## src/design/shs_pkg.sv

```systemverilog
package shs_pkg;

   typedef logic [31:0] word_type;
   typedef word_type [7:0] vars_type;

   typedef struct packed {
      logic [7:0] data_byte;
      logic       has_byte;
      logic       end_of_message;
   } req_payload_type;

   typedef struct packed {
      logic [31:0] digest_word;
      logic [2:0]  word_index;
      logic        last_word;
   } rsp_payload_type;

   typedef struct packed {
      word_type w0;
      word_type w1;
      word_type w9;
      word_type w14;
      word_type k;
   } sched_taps_type;

   typedef struct packed {
      vars_type vars;
      word_type new_w;
   } round_result_type;

   typedef enum logic [2:0] {
      ST_IDLE,
      ST_PAD,
      ST_COMPRESS,
      ST_FINAL,
      ST_OUTPUT
   } state_type;

   localparam logic [7:0] PAD_MARK = 8'h80;
   localparam logic [5:0] LEN_POS  = 6'd56;
   localparam logic [5:0] LAST_POS = 6'd63;

   localparam word_type H0 [8] = '{
      32'h6a09e667, 32'hbb67ae85, 32'h3c6ef372, 32'ha54ff53a,
      32'h510e527f, 32'h9b05688c, 32'h1f83d9ab, 32'h5be0cd19};

   localparam word_type ROUND_K [64] = '{
      32'h428a2f98, 32'h71374491, 32'hb5c0fbcf, 32'he9b5dba5,
      32'h3956c25b, 32'h59f111f1, 32'h923f82a4, 32'hab1c5ed5,
      32'hd807aa98, 32'h12835b01, 32'h243185be, 32'h550c7dc3,
      32'h72be5d74, 32'h80deb1fe, 32'h9bdc06a7, 32'hc19bf174,
      32'he49b69c1, 32'hefbe4786, 32'h0fc19dc6, 32'h240ca1cc,
      32'h2de92c6f, 32'h4a7484aa, 32'h5cb0a9dc, 32'h76f988da,
      32'h983e5152, 32'ha831c66d, 32'hb00327c8, 32'hbf597fc7,
      32'hc6e00bf3, 32'hd5a79147, 32'h06ca6351, 32'h14292967,
      32'h27b70a85, 32'h2e1b2138, 32'h4d2c6dfc, 32'h53380d13,
      32'h650a7354, 32'h766a0abb, 32'h81c2c92e, 32'h92722c85,
      32'ha2bfe8a1, 32'ha81a664b, 32'hc24b8b70, 32'hc76c51a3,
      32'hd192e819, 32'hd6990624, 32'hf40e3585, 32'h106aa070,
      32'h19a4c116, 32'h1e376c08, 32'h2748774c, 32'h34b0bcb5,
      32'h391c0cb3, 32'h4ed8aa4a, 32'h5b9cca4f, 32'h682e6ff3,
      32'h748f82ee, 32'h78a5636f, 32'h84c87814, 32'h8cc70208,
      32'h90befffa, 32'ha4506ceb, 32'hbef9a3f7, 32'hc67178f2};

   function automatic word_type rotr(word_type x, int n);
      return (x >> n) | (x << (32 - n));
   endfunction

endpackage

```

## src/design/shs_stream_if.sv

```systemverilog
interface shs_stream_if #(
   parameter type payload_type = logic
);
   logic        valid;
   logic        ready;
   payload_type payload;

   modport source (output valid, output payload, input ready);
   modport sink (input valid, input payload, output ready);
endinterface

```

## src/design/shs_round.sv

```systemverilog
module shs_round
   import shs_pkg::*;
(
   input  vars_type         vars,
   input  sched_taps_type   taps,
   output round_result_type result
);

   word_type big0;
   word_type big1;
   word_type choose;
   word_type major;
   word_type tmp1;
   word_type tmp2;
   word_type sg0;
   word_type sg1;

   always_comb begin
      big1   = rotr(vars[4], 6) ^ rotr(vars[4], 11) ^ rotr(vars[4], 25);
      choose = (vars[4] & vars[5]) ^ (~vars[4] & vars[6]);
      tmp1   = vars[7] + big1 + choose + taps.k + taps.w0;
      big0   = rotr(vars[0], 2) ^ rotr(vars[0], 13) ^ rotr(vars[0], 22);
      major  = (vars[0] & vars[1]) ^ (vars[0] & vars[2]) ^ (vars[1] & vars[2]);
      tmp2   = big0 + major;

      result.vars[7] = vars[6];
      result.vars[6] = vars[5];
      result.vars[5] = vars[4];
      result.vars[4] = vars[3] + tmp1;
      result.vars[3] = vars[2];
      result.vars[2] = vars[1];
      result.vars[1] = vars[0];
      result.vars[0] = tmp1 + tmp2;

      sg0 = rotr(taps.w1, 7) ^ rotr(taps.w1, 18) ^ (taps.w1 >> 3);
      sg1 = rotr(taps.w14, 17) ^ rotr(taps.w14, 19) ^ (taps.w14 >> 10);
      result.new_w = taps.w0 + sg0 + taps.w9 + sg1;
   end

endmodule

```

## src/design/sha256_stream_hasher_top.sv

```systemverilog
// SHA-256 stream hasher.
// req_if carries one message byte per transaction (data_byte, has_byte,
// end_of_message); rsp_if returns the eight digest words, word_index 0 first,
// last_word set on the eighth. An item with has_byte low and end_of_message
// high closes the message without adding a byte; one with both low is a no-op.
// Bytes are taken one per cycle while a block fills. The 64th byte of a block
// starts the compression: the rounds in the single shared round unit, then
// the chaining update, during all of which req_ready is low.
// After the end marker the block inserts padding one byte per cycle (9 to 72
// bytes, with one or two compressions), then presents the digest words one
// per cycle while rsp_ready is high. A stalled receiver holds the current word
// and the block accepts no new input until the eighth word is taken.
// Synchronous reset loads the initial hash values and clears the bit count
// and fill level; the same happens after the last digest word.
module sha256_stream_hasher_top
   import shs_pkg::*;
(
   input logic        clock,
   input logic        reset,
   shs_stream_if.sink   req_if,
   shs_stream_if.source rsp_if
);

   state_type   state_ff, state_in;
   logic [5:0]  fill_ff, fill_in;
   logic [23:0] word_ff, word_in;
   word_type    win_ff [16];
   word_type    win_in [16];
   vars_type    vars_ff, vars_in;
   word_type    chain_ff [8];
   word_type    chain_in [8];
   logic [5:0]  round_ff, round_in;
   logic [63:0] bit_count_ff, bit_count_in;
   logic [63:0] len_ff, len_in;
   logic        first_ff, first_in;
   logic        lenph_ff, lenph_in;
   logic        pad_ff, pad_in;
   logic        fin_ff, fin_in;
   logic [2:0]  out_idx_ff, out_idx_in;

   logic             push;
   logic [7:0]       push_byte;
   logic             len_now;
   logic [63:0]      len_shift;
   sched_taps_type   taps;
   round_result_type rnd;

   assign taps.w0  = win_ff[0];
   assign taps.w1  = win_ff[1];
   assign taps.w9  = win_ff[9];
   assign taps.w14 = win_ff[14];
   assign taps.k   = ROUND_K[round_ff];

   shs_round u_round (
      .vars   (vars_ff),
      .taps   (taps),
      .result (rnd)
   );

   assign rsp_if.payload.digest_word = chain_ff[out_idx_ff];
   assign rsp_if.payload.word_index  = out_idx_ff;
   assign rsp_if.payload.last_word   = (out_idx_ff == 3'd7);

   assign len_now   = !first_ff && ((fill_ff == LEN_POS) || lenph_ff);
   assign len_shift = len_ff << {fill_ff[2:0], 3'b000};

   always_comb begin
      state_in     = state_ff;
      fill_in      = fill_ff;
      word_in      = word_ff;
      win_in       = win_ff;
      vars_in      = vars_ff;
      chain_in     = chain_ff;
      round_in     = round_ff;
      bit_count_in = bit_count_ff;
      len_in       = len_ff;
      first_in     = first_ff;
      lenph_in     = lenph_ff;
      pad_in       = pad_ff;
      fin_in       = fin_ff;
      out_idx_in   = out_idx_ff;
      push         = 1'b0;
      push_byte    = req_if.payload.data_byte;
      req_if.ready = 1'b0;
      rsp_if.valid = 1'b0;

      unique case (state_ff)
         ST_IDLE: begin
            req_if.ready = 1'b1;
            if (req_if.valid) begin
               if (req_if.payload.has_byte) begin
                  push         = 1'b1;
                  bit_count_in = bit_count_ff + 64'd8;
               end
               if (req_if.payload.end_of_message) begin
                  pad_in   = 1'b1;
                  first_in = 1'b1;
                  lenph_in = 1'b0;
                  len_in   = bit_count_in;
               end
               if (push && (fill_ff == LAST_POS)) begin
                  state_in = ST_COMPRESS;
               end else if (req_if.payload.end_of_message) begin
                  state_in = ST_PAD;
               end
            end
         end
         ST_PAD: begin
            push     = 1'b1;
            first_in = 1'b0;
            if (first_ff) begin
               push_byte = PAD_MARK;
            end else if (len_now) begin
               push_byte = len_shift[63:56];
            end else begin
               push_byte = 8'h00;
            end
            if (len_now) begin
               lenph_in = 1'b1;
            end
            if (fill_ff == LAST_POS) begin
               state_in = ST_COMPRESS;
               if (len_now) begin
                  fin_in = 1'b1;
                  pad_in = 1'b0;
               end
            end
         end
         ST_COMPRESS: begin
            vars_in = rnd.vars;
            for (int i = 0; i < 15; i++) begin
               win_in[i] = win_ff[i + 1];
            end
            win_in[15] = rnd.new_w;
            round_in   = round_ff + 6'd1;
            if (round_ff == LAST_POS) begin
               state_in = ST_FINAL;
            end
         end
         ST_FINAL: begin
            for (int i = 0; i < 8; i++) begin
               chain_in[i] = chain_ff[i] + vars_ff[i];
            end
            priority if (fin_ff) begin
               state_in = ST_OUTPUT;
            end else if (pad_ff) begin
               state_in = ST_PAD;
            end else begin
               state_in = ST_IDLE;
            end
         end
         ST_OUTPUT: begin
            rsp_if.valid = 1'b1;
            if (rsp_if.ready) begin
               out_idx_in = out_idx_ff + 3'd1;
               if (out_idx_ff == 3'd7) begin
                  chain_in     = H0;
                  bit_count_in = '0;
                  fin_in       = 1'b0;
                  lenph_in     = 1'b0;
                  state_in     = ST_IDLE;
               end
            end
         end
         default: begin
            state_in = ST_IDLE;
         end
      endcase

      if (push) begin
         word_in = {word_ff[15:0], push_byte};
         fill_in = fill_ff + 6'd1;
         if (fill_ff[1:0] == 2'b11) begin
            for (int i = 0; i < 15; i++) begin
               win_in[i] = win_ff[i + 1];
            end
            win_in[15] = {word_ff, push_byte};
         end
         if (fill_ff == LAST_POS) begin
            for (int i = 0; i < 8; i++) begin
               vars_in[i] = chain_ff[i];
            end
            round_in = '0;
         end
      end
   end

   always_ff @(posedge clock) begin
      if (reset) begin
         state_ff     <= ST_IDLE;
         fill_ff      <= '0;
         chain_ff     <= H0;
         round_ff     <= '0;
         bit_count_ff <= '0;
         first_ff     <= 1'b0;
         lenph_ff     <= 1'b0;
         pad_ff       <= 1'b0;
         fin_ff       <= 1'b0;
         out_idx_ff   <= '0;
      end else begin
         state_ff     <= state_in;
         fill_ff      <= fill_in;
         chain_ff     <= chain_in;
         round_ff     <= round_in;
         bit_count_ff <= bit_count_in;
         first_ff     <= first_in;
         lenph_ff     <= lenph_in;
         pad_ff       <= pad_in;
         fin_ff       <= fin_in;
         out_idx_ff   <= out_idx_in;
      end
   end

   always_ff @(posedge clock) begin
      word_ff <= word_in;
      win_ff  <= win_in;
      vars_ff <= vars_in;
      len_ff  <= len_in;
   end

endmodule

```

## src/flat_wrapper.sv

```systemverilog
// flat-port wrapper written by rule: the top's interface ports become plain ports
module sha256_stream_hasher_top_flat import shs_pkg::*;
  (clock, reset, req_if_valid, req_if_payload, req_if_ready, rsp_if_valid, rsp_if_payload, rsp_if_ready);
  shs_stream_if #(.payload_type(req_payload_type)) req_if_i ();
  shs_stream_if #(.payload_type(rsp_payload_type)) rsp_if_i ();
  input logic clock;
  input logic reset;
  input wire logic [$bits(req_if_i.valid)-1:0] req_if_valid;
  input wire logic [$bits(req_if_i.payload)-1:0] req_if_payload;
  output wire logic [$bits(req_if_i.ready)-1:0] req_if_ready;
  output wire logic [$bits(rsp_if_i.valid)-1:0] rsp_if_valid;
  output wire logic [$bits(rsp_if_i.payload)-1:0] rsp_if_payload;
  input wire logic [$bits(rsp_if_i.ready)-1:0] rsp_if_ready;
  assign req_if_i.valid = req_if_valid;
  assign req_if_i.payload = req_if_payload;
  assign req_if_ready = req_if_i.ready;
  assign rsp_if_valid = rsp_if_i.valid;
  assign rsp_if_payload = rsp_if_i.payload;
  assign rsp_if_i.ready = rsp_if_ready;
  sha256_stream_hasher_top u_core (.clock(clock), .reset(reset), .req_if(req_if_i), .rsp_if(rsp_if_i));
endmodule
```

## config.mk

```make
export PLATFORM = sky130hd
export DESIGN_NAME = sha256_stream_hasher_top_flat
export DESIGN_NICKNAME = d
export VERILOG_FILES = /design/src/design/shs_pkg.sv /design/src/design/shs_stream_if.sv /design/src/design/shs_round.sv /design/src/design/sha256_stream_hasher_top.sv /design/src/flat_wrapper.sv
export SDC_FILE = /design/constraint.sdc
export NUM_CORES = 2
export LEC_CHECK = 0
export ABC_CLOCK_PERIOD_IN_PS = 9900
export BUFFER_PORTS_ARGS = -buffer_cell sky130_fd_sc_hd__buf_2
export CORE_UTILIZATION = 38
export DETAILED_ROUTE_END_ITERATION = 8
export PLACE_DENSITY = 0.54
export REMOVE_ABC_BUFFERS = 1
export SKIP_CTS_REPAIR_TIMING = 1
export SYNTH_ARGS = -nofsm -noshare
export SYNTH_HDL_FRONTEND = slang
export SYNTH_HIERARCHICAL = 1
export SYNTH_SLANG_ARGS = --single-unit
```

## constraint.sdc

```tcl
create_clock -name clock -period 9.9 [get_ports clock]
set_input_delay 0 -clock clock [delete_from_list [all_inputs] [get_ports clock]]
set_output_delay 0 -clock clock [all_outputs]
set_load 0.05 [all_outputs]
```

==> results by group <==
Final layout
  • Share of cells above drive strength 1: 0.136
  • Footprint of the multi-input gates: 44700 µm²
  • Seq. cell area: 24700 µm²
  • Fillers: 19003
  • Nets: 8547
  • Area grow syn2layout: 8.67%
  • Util after Layout: 0.417

Global routing
  • Global Route Usage Sum: 0.244
  • Vias in the first global route: 56397
  • Largest net degree at the start of global routing: 185
  • Overflow after GRT: 0
  • Initial antenna violation count: 11
  • Global-route wire length before repair: 366000 µm

Drt
  • DR iter-0 viols: 5045
  • Vias: 59665
  • Post-DR vias/cell: 5.63
  • Final WL: 246000 µm
  • DR DRC count: 0
  • Routed WL per cell: 23.2 µm
  • First-pass iteration count of the detailed router: 6
  • Detail Route Antenna Nets: 0

Timing
  • RSZ-0062 raised after global routing: no
  • Final Slew Violations: 0
  • Final period utilization: 0.935
  • Final hold violations: 0
  • FMAX: 0.108 GHz
  • Setup Viol. Count Final: 0
  • Period minus WS final: 9.26 ns
  • Clock skew: 0.0537 ns
  • Slew HR: 0.246
  • Worst Max-Slew Pin Slew: 1.13 ns

Min path
  • Worst Hold Depth: 4
  • Hold Path Class: in2reg

CTS
  • CTS H-Tree Depth: 4
  • Root Buffer: clkbuf_16
  • TritonCTS clock tree: yes
  • Clock Path Buffers: 3
  • Clk pin slew, worst setup/hold paths: 0.06 ns
  • Clock Sink Count: 1192
  • CTS buffer count: 140
  • Clk_lat worst skew: 0.84 ns

Yosys
  • Top cells by area, synth: dfxtp_1 30%, mux2_2 8.0%, ha_1 6.7%
  • Post-synthesis sequential area ratio: 0.334
  • Synth Warn #: 6
  • Async S/R FF share, synth: 0
  • Mapped Avg Cell Area: 8.99 µm²
  • Flops & latches, synth: 1192
  • Post-synth cell types: 107
  • Cell Area, Synth: 74100 µm²
  • Area leader, netlist: dfxtp_1
  • Main flop type after synthesis: dfxtp_1
  • Post-synth EDFFs: 85
  • Top cell type's share of synthesized area: 0.299
  • Post-synthesis cell count: 8233

Floorplanning
  • IO Count: 52
  • Core ar.: 193000 µm²
  • Initial Utilization: 0.384
  • Die ar.: 197000 µm²
  • Row cnt: 161
  • Die H: 443 µm
  • Die Width: 443 µm

Place
  • DP Wirelength: 182000 µm
  • GPL Wtd Cong: 0.962
  • Port Buffers: 51

Setup path
  • Critical Path Fanout Max: 17
  • Worst endpoint required time: 10.63 ns
  • Worst path arrival time: 9.99 ns
  • CP Class: reg2reg
  • Slowest cell on crit path: fa_1
  • Startpoint Class: flop
  • Crit path top cell by count: fa_1
  • CP Capture Type: flop
  • FF-to-FF path depth: 39
  • Max incr delay on CP: 0.55 ns

Run
  • Max_cap viols: 0

Run status
  • Status: completed
## critical path: cells and delay by family, from the launching register on
family                   cells  cell delay (ns)
AO/OA/AOI/OAI               18             3.73
XOR/XNOR                     2             0.47
adder cells (fa/ha/maj)      8             3.36
buffers and inverters        6             0.69
flip-flops                   1             0.32
AND/OR/NAND/NOR              5             0.58
## stage by stage
stage / TNS [ns] / cells / setup WS [ns] / area [µm²] / hold slack, ns
6_report: 0 / 10594 / 0.641 / 80500 / 0.106
5_1_grt: 0 / 10590 / 0.0513 / 80500 / 0.0851
4_1_cts: 0 / 10575 / 0.570 / 80300 / -0.505
3_5_place_dp: 0 / 10314 / 0.656 / 75400 / 0.392
3_3_place_gp: 0 / 10314 / 0.562 / 75400 / 0.373
2_1_floorplan: -7119.85 / 7623 / -14.47 / 70900 / 0.0691
## cell usage in the layout, fill, tap and decap left out, types with 79 or more instances in the layout
master and n:
nand2b_1 126, ha_1 393, fa_1 195, mux4_2 79
o21ai_0 332, edfxtp_1 85, xor2_1 233, nand3_1 99
a31oi_1 340, a21o_1 201, nor2_1 715, mux2_2 527
clkbuf_16 141, buf_4 108, o22ai_1 89, nand2_1 874
inv_1 431, xnor2_1 416, a21oi_1 481, dfxtp_1 1100
## cell usage after synthesis (16+ instances only)
library cell  count
nor3_1           74
ha_1            394
o21ai_1          21
xor2_1          233
nand2_1         878
edfxtp_1         85
nand3_1          99
or3_1            32
maj3_1           22
a22oi_1          67
o21bai_1         74
a21o_1          201
nand2b_1        127
nor2b_1          39
nor2_1          718
buf_1            38
mux2_2          527
mux2i_1          29
o21ai_0         333
a211oi_1         37
mux4_2           79
and4_1           18
o211ai_1         32
inv_1           431
buf_2            48
o31ai_1          18
fa_1            195
dfxtp_1        1107
nand4_1          42
a31oi_1         341
clkbuf_1        325
o21a_1           46
a21oi_1         481
buf_4           193
and3_1           54
or2_2            16
o22ai_1          89
and2_1           23
xnor2_1         416
## sequential cells by signal, summed over array words and instances (netlist names), 3 cells and up
signal / count
u_core/win_ff: 384
u_core/out_idx_ff: 3
u_core/vars_ff: 256
u_core/round_ff: 6
u_core/word_ff: 24
u_core/chain_ff: 256
u_core/fill_ff: 6
u_core/state_ff: 3
u_core/bit_count_ff: 61
u_core/taps: 128
u_core/len_ff: 61
## layout make-up
type	count	share of cell area
antenna	5	0.000155
clock buffer	199	0.0499
clock inverter	62	0.0113
inverter	435	0.0203
multi-input combinational	5996	0.555
sequential	1192	0.307
tap	2526	0.0393
timing repair buffer	179	0.0166
## final timing paths
check | startpoint | end | slack [ns]
max reg2reg | u_core/round_ff[1] | u_core/vars_ff[31] | 0.64
min reg2reg | u_core/word_ff[14] | u_core/word_ff[22] | 0.45
max | u_core/round_ff[1] | u_core/vars_ff[31] | 0.64
min | req_if_payload[8] | u_core/word_ff[6] | 0.11
## cell families (layout without fill, tap and decap cells)
logic type | after synthesis | in the layout | share of synthesized area
XOR/XNOR | 651 | 651 | 0.0774
flip-flops | 1192 | 1192 | 0.334
buffers and inverters | 1045 | 875 | 0.0641
AND/OR/NAND/NOR | 2162 | 2162 | 0.128
other | 0 | 5 | 0
adder cells (fa/ha/maj) | 611 | 611 | 0.122
multiplexers | 635 | 635 | 0.108
AO/OA/AOI/OAI | 1937 | 1937 | 0.167
## layer usage
metal	up-vias	GRT usage	wire length, µm
met3	368	0.0349	14600
met1	29315	0.338	112000
met4	6	0.0852	8670
li1	28117	-	-
met2	1859	0.385	111000
met5	-	0	33
Power is left out: the tool's default activity adds up to more than one toggle a clock period on the data nets, which glitch-free logic cannot reach.
